<file path="src/rtl/scm_pkg.sv">
`default_nettype none

package scm_pkg;

	localparam int ROW_W       = 8;
	localparam int VAL_W       = 32;
	localparam int DIM_W       = 9;
	localparam int STAT_W      = 3;
	localparam int ACT_W       = 2;
	localparam int REG_W       = 1;
	localparam int DATA_W      = 48;
	localparam int USER_IN_W   = 3;
	localparam int MAX_RESULTS = 32;
	localparam int NW          = $clog2(MAX_RESULTS + 1);

	localparam logic [DIM_W-1:0] ROW_COUNT_RESET = 9'd8;
	localparam logic [DIM_W-1:0] COL_COUNT_RESET = 9'd9;

	localparam logic [REG_W-1:0] REG_ROW_COUNT = 1'b0;
	localparam logic [REG_W-1:0] REG_COL_COUNT = 1'b1;

	typedef enum logic [ACT_W-1:0] {
		ACT_SET = 2'd0,
		ACT_GET = 2'd1,
		ACT_ADD = 2'd2
	} act_t;

	typedef enum logic [STAT_W-1:0] {
		STS_INSERTED = 3'd0,
		STS_UPDATED  = 3'd1,
		STS_OOR      = 3'd2,
		STS_FULL     = 3'd3,
		STS_HIT      = 3'd4,
		STS_MISS     = 3'd5,
		STS_SUM      = 3'd6,
		STS_EMPTY    = 3'd7
	} status_t;

	typedef enum logic [1:0] {
		S_IDLE,
		S_SCAN,
		S_DONE,
		S_FLUSH
	} state_t;

	typedef struct packed {
		logic clear;
		logic cmp;
		logic add_mode;
	} cmd_t;

	typedef struct packed {
		logic match;
		logic found;
		logic hit;
	} flags_t;

endpackage

`default_nettype wire

</file>
<file path="src/rtl/sparse_coo_store_merge_add.sv">
// Set and get scan the item's bank, stopping on a match; an out-of-range set does not scan.
// Add: each output coordinate costs one pass over both banks, plus one closing pass
// unless the result limit ends the add; at most 32 results per add.
// One item is in work at a time; the scan through the entry RAM sets the rate.
// Reset clears entry counts, output valid and sequencer state; dimension registers go to 8 and 9.
`default_nettype none

module sparse_coo_store_merge_add #(
	parameter int CAPACITY   = 16,
	parameter int COORD_BITS = 8
) (
	input  wire logic                            clk,
	input  wire logic                            arst_n,
	input  wire logic                            s_tvalid,
	output logic                                 s_tready,
	// row[7:0], col[15:8], value[47:16]
	input  wire logic [scm_pkg::DATA_W-1:0]      s_tdata,
	// action[1:0], bank[2]
	input  wire logic [scm_pkg::USER_IN_W-1:0]   s_tuser,
	output logic                                 m_tvalid,
	input  wire logic                            m_tready,
	// out_row[7:0], out_col[15:8], out_value[47:16]
	output logic      [scm_pkg::DATA_W-1:0]      m_tdata,
	// status[2:0]
	output logic      [scm_pkg::STAT_W-1:0]      m_tuser,
	output logic                                 m_tlast,
	input  wire logic                            cfg_we,
	input  wire logic [scm_pkg::REG_W-1:0]       cfg_addr,
	input  wire logic [scm_pkg::DIM_W-1:0]       cfg_wdata
);

	import scm_pkg::*;

	localparam int CW    = (COORD_BITS < ROW_W) ? COORD_BITS : ROW_W;
	localparam int IW    = $clog2(CAPACITY + 1);
	localparam int AW    = (CAPACITY > 1) ? $clog2(CAPACITY) : 1;
	localparam int EW    = 2 * CW + VAL_W;
	localparam int DEPTH = 2 << AW;

	state_t           state_q, state_d;
	logic [DIM_W-1:0] row_count_q, col_count_q;
	logic [IW-1:0]    cnt_q [2];

	act_t             act_q;
	logic             bank_q;
	logic [CW-1:0]    row_q, col_q;
	logic [VAL_W-1:0] val_q;
	logic             oor_q;

	logic             ibank_q;
	logic [IW-1:0]    idx_q;
	logic             issued_q;
	logic             rvld_q;
	logic [AW-1:0]    chk_q;
	logic             have_prev_q;
	logic [NW-1:0]    n_q;
	logic [2*CW-1:0]  prev_q;
	logic [VAL_W-1:0] psum_q;

	logic             m_tvalid_q;
	status_t          status_q;
	logic [ROW_W-1:0] orow_q, ocol_q;
	logic [VAL_W-1:0] oval_q;
	logic             olast_q;

	act_t             in_act;
	logic             in_bank;
	logic [CW-1:0]    in_row, in_col;
	logic [VAL_W-1:0] in_val;
	logic             in_oor;
	logic             accept;
	logic             add_mode;
	logic             bank_end;
	logic             out_free;
	logic             last_slot;

	cmd_t             cmd;
	flags_t           flags;
	logic             rd_en;
	logic [AW:0]      rd_addr;
	logic [EW-1:0]    rd_data;
	logic             wr_en;
	logic [AW:0]      wr_addr;
	logic [EW-1:0]    wr_data;
	logic             do_insert;
	logic [2*CW-1:0]  best_key;
	logic [VAL_W-1:0] sum;
	logic [VAL_W-1:0] hit_val;
	logic [AW-1:0]    hit_idx;

	logic             load;
	status_t          o_status;
	logic [ROW_W-1:0] o_row, o_col;
	logic [VAL_W-1:0] o_val;
	logic             o_last;

	assign in_act   = act_t'(s_tuser[ACT_W-1:0]);
	assign in_bank  = s_tuser[ACT_W];
	assign in_row   = s_tdata[CW-1:0];
	assign in_col   = s_tdata[ROW_W +: CW];
	assign in_val   = s_tdata[2*ROW_W +: VAL_W];
	assign in_oor   = (DIM_W'(in_row) >= row_count_q) || (DIM_W'(in_col) >= col_count_q);

	assign s_tready  = (state_q == S_IDLE);
	assign accept    = s_tvalid && s_tready;
	assign add_mode  = (act_q == ACT_ADD);
	assign bank_end  = (idx_q == cnt_q[ibank_q]);
	assign out_free  = !m_tvalid_q || m_tready;
	assign last_slot = (n_q == NW'(MAX_RESULTS - 1));
	assign rd_addr   = {ibank_q, idx_q[AW-1:0]};

	scm_ram #(
		.WIDTH(EW),
		.DEPTH(DEPTH)
	) u_ram (
		.clk  (clk),
		.we   (wr_en),
		.waddr(wr_addr),
		.wdata(wr_data),
		.re   (rd_en),
		.raddr(rd_addr),
		.rdata(rd_data)
	);

	scm_alu #(
		.CW(CW),
		.AW(AW)
	) u_alu (
		.clk      (clk),
		.arst_n   (arst_n),
		.cmd      (cmd),
		.rd_row   (rd_data[CW-1:0]),
		.rd_col   (rd_data[CW +: CW]),
		.rd_val   (rd_data[2*CW +: VAL_W]),
		.rd_idx   (chk_q),
		.key_row  (row_q),
		.key_col  (col_q),
		.prev_key (prev_q),
		.have_prev(have_prev_q),
		.flags    (flags),
		.best_key (best_key),
		.sum      (sum),
		.hit_val  (hit_val),
		.hit_idx  (hit_idx)
	);

	always_comb begin
		state_d = state_q;
		case (state_q)
			S_IDLE: begin
				if (accept) begin
					case (in_act)
						ACT_SET: state_d = in_oor ? S_DONE : S_SCAN;
						ACT_GET: state_d = S_SCAN;
						ACT_ADD: state_d = S_SCAN;
						default: state_d = S_IDLE;
					endcase
				end
			end
			S_SCAN: begin
				if (flags.match || (issued_q && !rvld_q)) begin
					state_d = S_DONE;
				end
			end
			S_DONE: begin
				if (out_free) begin
					if (add_mode && flags.found) begin
						state_d = (have_prev_q && last_slot) ? S_FLUSH : S_SCAN;
					end else begin
						state_d = S_IDLE;
					end
				end
			end
			S_FLUSH: begin
				if (out_free) begin
					state_d = S_IDLE;
				end
			end
			default: state_d = S_IDLE;
		endcase
	end

	always_comb begin
		cmd       = '0;
		rd_en     = 1'b0;
		wr_en     = 1'b0;
		wr_addr   = {bank_q, hit_idx};
		wr_data   = {val_q, col_q, row_q};
		do_insert = 1'b0;
		load      = 1'b0;
		o_status  = STS_SUM;
		o_row     = ROW_W'(row_q);
		o_col     = ROW_W'(col_q);
		o_val     = val_q;
		o_last    = 1'b1;
		case (state_q)
			S_IDLE: begin
				cmd.clear = 1'b1;
			end
			S_SCAN: begin
				cmd.cmp      = rvld_q;
				cmd.add_mode = add_mode;
				rd_en        = !issued_q && !bank_end;
			end
			S_DONE: begin
				if (out_free) begin
					case (act_q)
						ACT_SET: begin
							load = 1'b1;
							if (oor_q) begin
								o_status = STS_OOR;
							end else if (flags.hit) begin
								wr_en    = 1'b1;
								o_status = STS_UPDATED;
							end else if (cnt_q[bank_q] >= IW'(CAPACITY)) begin
								o_status = STS_FULL;
							end else begin
								wr_en     = 1'b1;
								do_insert = 1'b1;
								wr_addr   = {bank_q, cnt_q[bank_q][AW-1:0]};
								o_status  = STS_INSERTED;
							end
						end
						ACT_GET: begin
							load = 1'b1;
							if (flags.hit) begin
								o_status = STS_HIT;
								o_val    = hit_val;
							end else begin
								o_status = STS_MISS;
								o_val    = '0;
							end
						end
						ACT_ADD: begin
							cmd.clear = flags.found;
							o_row     = ROW_W'(prev_q[2*CW-1:CW]);
							o_col     = ROW_W'(prev_q[CW-1:0]);
							o_val     = psum_q;
							if (flags.found) begin
								load   = have_prev_q;
								o_last = 1'b0;
							end else if (have_prev_q) begin
								load = 1'b1;
							end else begin
								load     = 1'b1;
								o_status = STS_EMPTY;
								o_row    = '0;
								o_col    = '0;
								o_val    = '0;
							end
						end
						default: begin
							load = 1'b0;
						end
					endcase
				end
			end
			S_FLUSH: begin
				load  = out_free;
				o_row = ROW_W'(prev_q[2*CW-1:CW]);
				o_col = ROW_W'(prev_q[CW-1:0]);
				o_val = psum_q;
			end
			default: begin
				cmd.clear = 1'b1;
			end
		endcase
	end

	always_ff @(posedge clk or negedge arst_n) begin
		if (!arst_n) begin
			state_q     <= S_IDLE;
			row_count_q <= ROW_COUNT_RESET;
			col_count_q <= COL_COUNT_RESET;
			cnt_q[0]    <= '0;
			cnt_q[1]    <= '0;
			ibank_q     <= 1'b0;
			idx_q       <= '0;
			issued_q    <= 1'b0;
			rvld_q      <= 1'b0;
			have_prev_q <= 1'b0;
			n_q         <= '0;
			m_tvalid_q  <= 1'b0;
		end else begin
			state_q <= state_d;
			if (cfg_we) begin
				case (cfg_addr)
					REG_ROW_COUNT: row_count_q <= cfg_wdata;
					REG_COL_COUNT: col_count_q <= cfg_wdata;
					default:       row_count_q <= row_count_q;
				endcase
			end
			if (load) begin
				m_tvalid_q <= 1'b1;
			end else if (m_tready) begin
				m_tvalid_q <= 1'b0;
			end
			if (do_insert) begin
				cnt_q[bank_q] <= cnt_q[bank_q] + IW'(1);
			end
			case (state_q)
				S_IDLE: begin
					if (accept) begin
						ibank_q     <= (in_act == ACT_ADD) ? 1'b0 : in_bank;
						idx_q       <= '0;
						issued_q    <= 1'b0;
						rvld_q      <= 1'b0;
						have_prev_q <= 1'b0;
						n_q         <= '0;
					end
				end
				S_SCAN: begin
					rvld_q <= rd_en;
					if (!issued_q) begin
						if (bank_end) begin
							if (add_mode && !ibank_q) begin
								ibank_q <= 1'b1;
								idx_q   <= '0;
							end else begin
								issued_q <= 1'b1;
							end
						end else begin
							idx_q <= idx_q + IW'(1);
						end
					end
				end
				S_DONE: begin
					if (out_free && add_mode && flags.found) begin
						have_prev_q <= 1'b1;
						n_q         <= n_q + NW'(1);
						ibank_q     <= 1'b0;
						idx_q       <= '0;
						issued_q    <= 1'b0;
						rvld_q      <= 1'b0;
					end
				end
				default: begin
					rvld_q <= 1'b0;
				end
			endcase
		end
	end

	always_ff @(posedge clk) begin
		if (accept) begin
			act_q  <= in_act;
			bank_q <= in_bank;
			row_q  <= in_row;
			col_q  <= in_col;
			val_q  <= in_val;
			oor_q  <= in_oor;
		end
		if (rd_en) begin
			chk_q <= idx_q[AW-1:0];
		end
		if ((state_q == S_DONE) && out_free && add_mode && flags.found) begin
			prev_q <= best_key;
			psum_q <= sum;
		end
		if (load) begin
			status_q <= o_status;
			orow_q   <= o_row;
			ocol_q   <= o_col;
			oval_q   <= o_val;
			olast_q  <= o_last;
		end
	end

	assign m_tvalid = m_tvalid_q;
	assign m_tdata  = {oval_q, ocol_q, orow_q};
	assign m_tuser  = status_q;
	assign m_tlast  = olast_q;

endmodule

`default_nettype wire

</file>
<file path="src/rtl/scm_ram.sv">
`default_nettype none

module scm_ram #(
	parameter int WIDTH = 48,
	parameter int DEPTH = 32
) (
	input  wire logic                     clk,
	input  wire logic                     we,
	input  wire logic [$clog2(DEPTH)-1:0] waddr,
	input  wire logic [WIDTH-1:0]         wdata,
	input  wire logic                     re,
	input  wire logic [$clog2(DEPTH)-1:0] raddr,
	output logic      [WIDTH-1:0]         rdata
);

	logic [WIDTH-1:0] mem_q [DEPTH];

	always_ff @(posedge clk) begin
		if (we) begin
			mem_q[waddr] <= wdata;
		end
		if (re) begin
			rdata <= mem_q[raddr];
		end
	end

endmodule

`default_nettype wire

</file>
<file path="src/rtl/scm_alu.sv">
`default_nettype none

module scm_alu #(
	parameter int CW = 8,
	parameter int AW = 4
) (
	input  wire logic                        clk,
	input  wire logic                        arst_n,
	input  wire scm_pkg::cmd_t               cmd,
	input  wire logic [CW-1:0]               rd_row,
	input  wire logic [CW-1:0]               rd_col,
	input  wire logic [scm_pkg::VAL_W-1:0]   rd_val,
	input  wire logic [AW-1:0]               rd_idx,
	input  wire logic [CW-1:0]               key_row,
	input  wire logic [CW-1:0]               key_col,
	input  wire logic [2*CW-1:0]             prev_key,
	input  wire logic                        have_prev,
	output scm_pkg::flags_t                  flags,
	output logic      [2*CW-1:0]             best_key,
	output logic      [scm_pkg::VAL_W-1:0]   sum,
	output logic      [scm_pkg::VAL_W-1:0]   hit_val,
	output logic      [AW-1:0]               hit_idx
);

	import scm_pkg::*;

	logic [2*CW-1:0]  key;
	logic             match;
	logic             elig;
	logic             take;
	logic             same;
	logic             found_q;
	logic             hit_q;
	logic [2*CW-1:0]  best_q;
	logic [VAL_W-1:0] sum_q;
	logic [VAL_W-1:0] hit_val_q;
	logic [AW-1:0]    hit_idx_q;

	assign key   = {rd_row, rd_col};
	assign match = cmd.cmp && !cmd.add_mode && (rd_row == key_row) && (rd_col == key_col);
	assign elig  = cmd.cmp && cmd.add_mode && (!have_prev || (key > prev_key));
	assign take  = elig && (!found_q || (key < best_q));
	assign same  = elig && found_q && (key == best_q);

	always_ff @(posedge clk or negedge arst_n) begin
		if (!arst_n) begin
			found_q <= 1'b0;
			hit_q   <= 1'b0;
		end else if (cmd.clear) begin
			found_q <= 1'b0;
			hit_q   <= 1'b0;
		end else begin
			if (take) begin
				found_q <= 1'b1;
			end
			if (match) begin
				hit_q <= 1'b1;
			end
		end
	end

	always_ff @(posedge clk) begin
		if (take) begin
			best_q <= key;
			sum_q  <= rd_val;
		end else if (same) begin
			sum_q <= sum_q + rd_val;
		end
		if (match) begin
			hit_val_q <= rd_val;
			hit_idx_q <= rd_idx;
		end
	end

	assign flags.match = match;
	assign flags.found = found_q;
	assign flags.hit   = hit_q;
	assign best_key    = best_q;
	assign sum         = sum_q;
	assign hit_val     = hit_val_q;
	assign hit_idx     = hit_idx_q;

endmodule

`default_nettype wire

</file>
<file path="config.mk">
export PLATFORM = sky130hd
export DESIGN_NAME = sparse_coo_store_merge_add
export DESIGN_NICKNAME = d
export VERILOG_FILES = /design/src/rtl/scm_pkg.sv /design/src/rtl/sparse_coo_store_merge_add.sv /design/src/rtl/scm_ram.sv /design/src/rtl/scm_alu.sv
export SDC_FILE = /design/constraint.sdc
export NUM_CORES = 2
export LEC_CHECK = 0
export ABC_AREA = 1
export BUFFER_PORTS_ARGS = -buffer_cell sky130_fd_sc_hd__buf_2
export CORE_UTILIZATION = 49
export DETAILED_ROUTE_END_ITERATION = 12
export HOLD_SLACK_MARGIN = 0.08
export PLACE_DENSITY_LB_ADDON = 0.05
export SETUP_SLACK_MARGIN = 0.3
export SLEW_MARGIN = 20
export SYNTH_ARGS = -nofsm -noshare
export SYNTH_HDL_FRONTEND = slang
export SYNTH_SLANG_ARGS = --single-unit
</file>
<file path="constraint.sdc">
create_clock -name clk -period 5 [get_ports clk]
set_input_delay 0.5 -clock clk [delete_from_list [all_inputs] [get_ports clk]]
set_output_delay 0.5 -clock clk [all_outputs]
set_load 0.1 [all_outputs]
</file>
==> flow_summary_export.csv <==
group,metric,value,unit
setup_path,required,5.51,ns
final_layout,seq_area,55990,um2
detailed_routing,vias,50780,
place,port_buffers,119,
clock_tree,root_buffer,"clkbuf_16",
synthesis,syn-cell-area,77320,um2
timing,drv_slew,0,
final_layout,nFillCells,12910,
timing,finalSetupViolations,0,
timing,rsz0062_at_grt,"no",
setup_path,crit_type,"flop to flop",
floorplan,ios,120,
setup_path,crit_path_start,"bank_q",
setup_path,worstPathMaxFanout,17,
grt,grt_max_degree,187,
synthesis,avgSynthCellArea,12.30,um2
final_layout,nets,6629,
floorplan,coreArea,156400,um2
timing,slew_headroom,0.2893,
floorplan,fp.dieArea,159400,um2
clock_tree,clkTransAtPathRegs,0.06,ns
final_layout,post-route-util,0.5591,
power,pwr_density_cell,497.2,nW/um2
timing,fin_worst_hold_slack,0.2351,ns
setup_path,r2r_slack,1.12,ns
detailed_routing,viasPerCell,5.851,
detailed_routing,wl_per_cell,26.19,um
clock_tree,ctsResizeCount,0,
clock_tree,h-tree-depth,4,
synthesis,yosysSeqAreaShare,0.7240,
final_layout,final_layout_size_suffix_gt1_frac,0.09595,
floorplan,start_util,0.4944,
clock_tree,cts_buffers,193,
grt,overflow,0,
setup_path,arrival,4.39,ns
synthesis,ys_ff_latch,1872,
final_layout,mostFrequentLayoutCells,"1,824 x edfxtp_1, 1,022 x nor2_1, 846 x o21ai_0",
clock_tree,cts_sinks,1872,
synthesis,ys_warn_count,0,
synthesis,synth_nets,6446,
setup_path,ff2ff_path_depth,8,
worst_hold_path,holdCritPathClass,"primary input to flop",
detailed_routing,ant_nets,0,
clock_tree,clockBufferDepth,3,
setup_path,endpoint,"u_ram.mem_q[2][35]",
detailed_routing,first_pass_iters,6,
setup_path,cp-end-kind,"flop",
clock_tree,cts_tree,"yes",
detailed_routing,route.detailed.drc,0,
floorplan,die_h,399.2,um
floorplan,fp-row-count,145,
synthesis,synth_cells,6286,
detailed_routing,drt_wl_total,227300,um
run,cap_violations,0,
grt,grt_pass1_vias,48140,
setup_path,start_kind,"flop",
place,place_congestion,0.8701,
grt,antenna_found_initial,7,
timing,post-route-period-util,0.7759,
final_layout,area_growth,13.08,%
final_layout,multiInputGateArea,18710,um2
setup_path,r2r_end,"u_ram.mem_q[2][35]",
status,outcome,"finished, final reports clean",
place,dp.final_hpwl,131700,um
timing,worstMarginPinSlew,1.063,ns
clock_tree,clkLatencyLatePin,0.85,ns
final_layout,mostFrequentLayoutCell,"edfxtp_1",
power,p_leak,0.02996,uW
grt,grtUsageTotal,0.2845,
timing,fmax,257.8,MHz
setup_path,r2r-start,"bank_q",
timing,fin_crit,3.879,ns
grt,grt_pass1_wl,330600,um
timing,tns,0,ns
timing,finClkSkew,0.03513,ns
detailed_routing,drtIter0Drc,5833,
synthesis,ys_types,47,
timing,hold_viol_final,0,
floorplan,die_w,399.2,um
power,ir_worst_vdd,0.4197,mV
[synth_stat cells, drive strengths merged]
cell type,count,area (um2)
a22oi,1,7.510
o21a,1,7.510
ha,93,1164
o31ai,1,7.510
o21ai,974,4890
clkbuf,225,849.6
and2,1,6.260
nor3b,2,15.01
nand4,90,563.0
o21bai,6,45.04
nor2,1065,4015
xor2,25,219.0
nand3,226,1151
and3,1,6.260
o22ai,210,1314
inv,326,1226
clkinv,4,15.01
a21o,1,7.510
o221ai,30,262.8
a21boi,2,15.01
dfstp,3,78.83
or2,6,37.53
o211ai,194,1491
edfxtp,1824,54770
dfrtp,45,1126
nor3,11,55.05
fa,1,20.02
nor4,1,6.260
a21oi,89,445.4
nand2,670,2517
nand3b,4,30.03
buf,142,847.1
xnor2,12,105.1
[sequential cells by signal, summed over array words and instances, names as in the netlist, 9 cells and up]
signal          count
u_ram.mem_q      1536
u_ram.rdata        48
oval_q             32
psum_q             32
u_alu.hit_val      32
u_alu.sum          32
val_q              32
prev_q             16
u_alu.best_key     16
cnt_q              10
col_count_q         9
row_count_q         9
[metal layers]
layer / up-vias / GRT usage / routed length (um)
met1: 25410 / 0.4260 / 102300
met4: 4 / 0.06339 / 4038
met2: 1951 / 0.4321 / 102400
met5: - / 0 / 38
met3: 277 / 0.05327 / 18490
li1: 23130 / - / -
[where the power goes]
group / internal, uW / switching, uW / total (uW)
clock network: 7580 / 6100 / 13700
logic: 2640 / 7960 / 10600
registers: 18600 / 632 / 19200
total: 28800 / 14700 / 43500
[metrics by stage]
stage	setup WS, ns	cell area (um2)	total power (uW)	cells
floorplan	0.5098	77330	26170	6286
global placement	1.240	80730	29940	8261
detailed placement	1.198	80830	30000	8266
CTS	1.153	87370	43640	8672
global route	0.8534	87430	45330	8676
finish	1.121	87430	43470	8678
[worst max-delay path: stages (launching register included)]
cell and delay, ns:
edfxtp_1 0.61, o21ai_1 0.38, nand2_1 0.15, nor2_2 0.29, inv_2 0.14, o21ai_2 0.21, nand3_2 0.43, nor2_4 0.85
buf_4 0.46
[kinds of logic (layout without fill, tap and decap cells)]
family / count (synthesis) / after routing / share of synthesized area
AND/OR/NAND/NOR: 2077 / 2077 / 0.1087
buffers and inverters: 697 / 1029 / 0.03800
AO/OA/AOI/OAI: 1509 / 1509 / 0.1098
flip-flops: 1872 / 1872 / 0.7240
XOR/XNOR: 37 / 37 / 0.004191
adder cells (fa/ha/maj): 94 / 94 / 0.01531
other: 0 / 2 / 0
[how the worst min path moves through the flow]
stage             start               end  slack, ns  cells past startpoint
3_5_place_dp   chk_q[2]  u_alu.hit_idx[2]       0.42                      0
6_report       s_tvalid        state_q[0]       0.24                      6
5_1_grt        s_tvalid        state_q[0]       0.25                      6
2_1_floorplan    arst_n          cnt_q[0]       0.20                      0
3_3_place_gp   chk_q[0]  u_alu.hit_idx[0]       0.41                      0
4_1_cts        s_tvalid        state_q[0]       0.17                      6
[layout make-up]
class	instances	share of cell area
Antenna cell	2	0.00005724
Clock buffer	237	0.05773
Clock inverter	107	0.01002
Inverter	330	0.01454
Multi-Input combinational cell	3717	0.2140
Sequential cell	1872	0.6404
Tap cell	2058	0.02945
Timing Repair Buffer	355	0.03377
[what timing repair did]
item	4_1_cts	5_1_grt
endpoints found under the setup margin	0	0
hold buffers	62	0
endpoints found under the hold margin	116	0
buffers inserted	0	0
No activity file was read; power rests on OpenSTA's default activity.
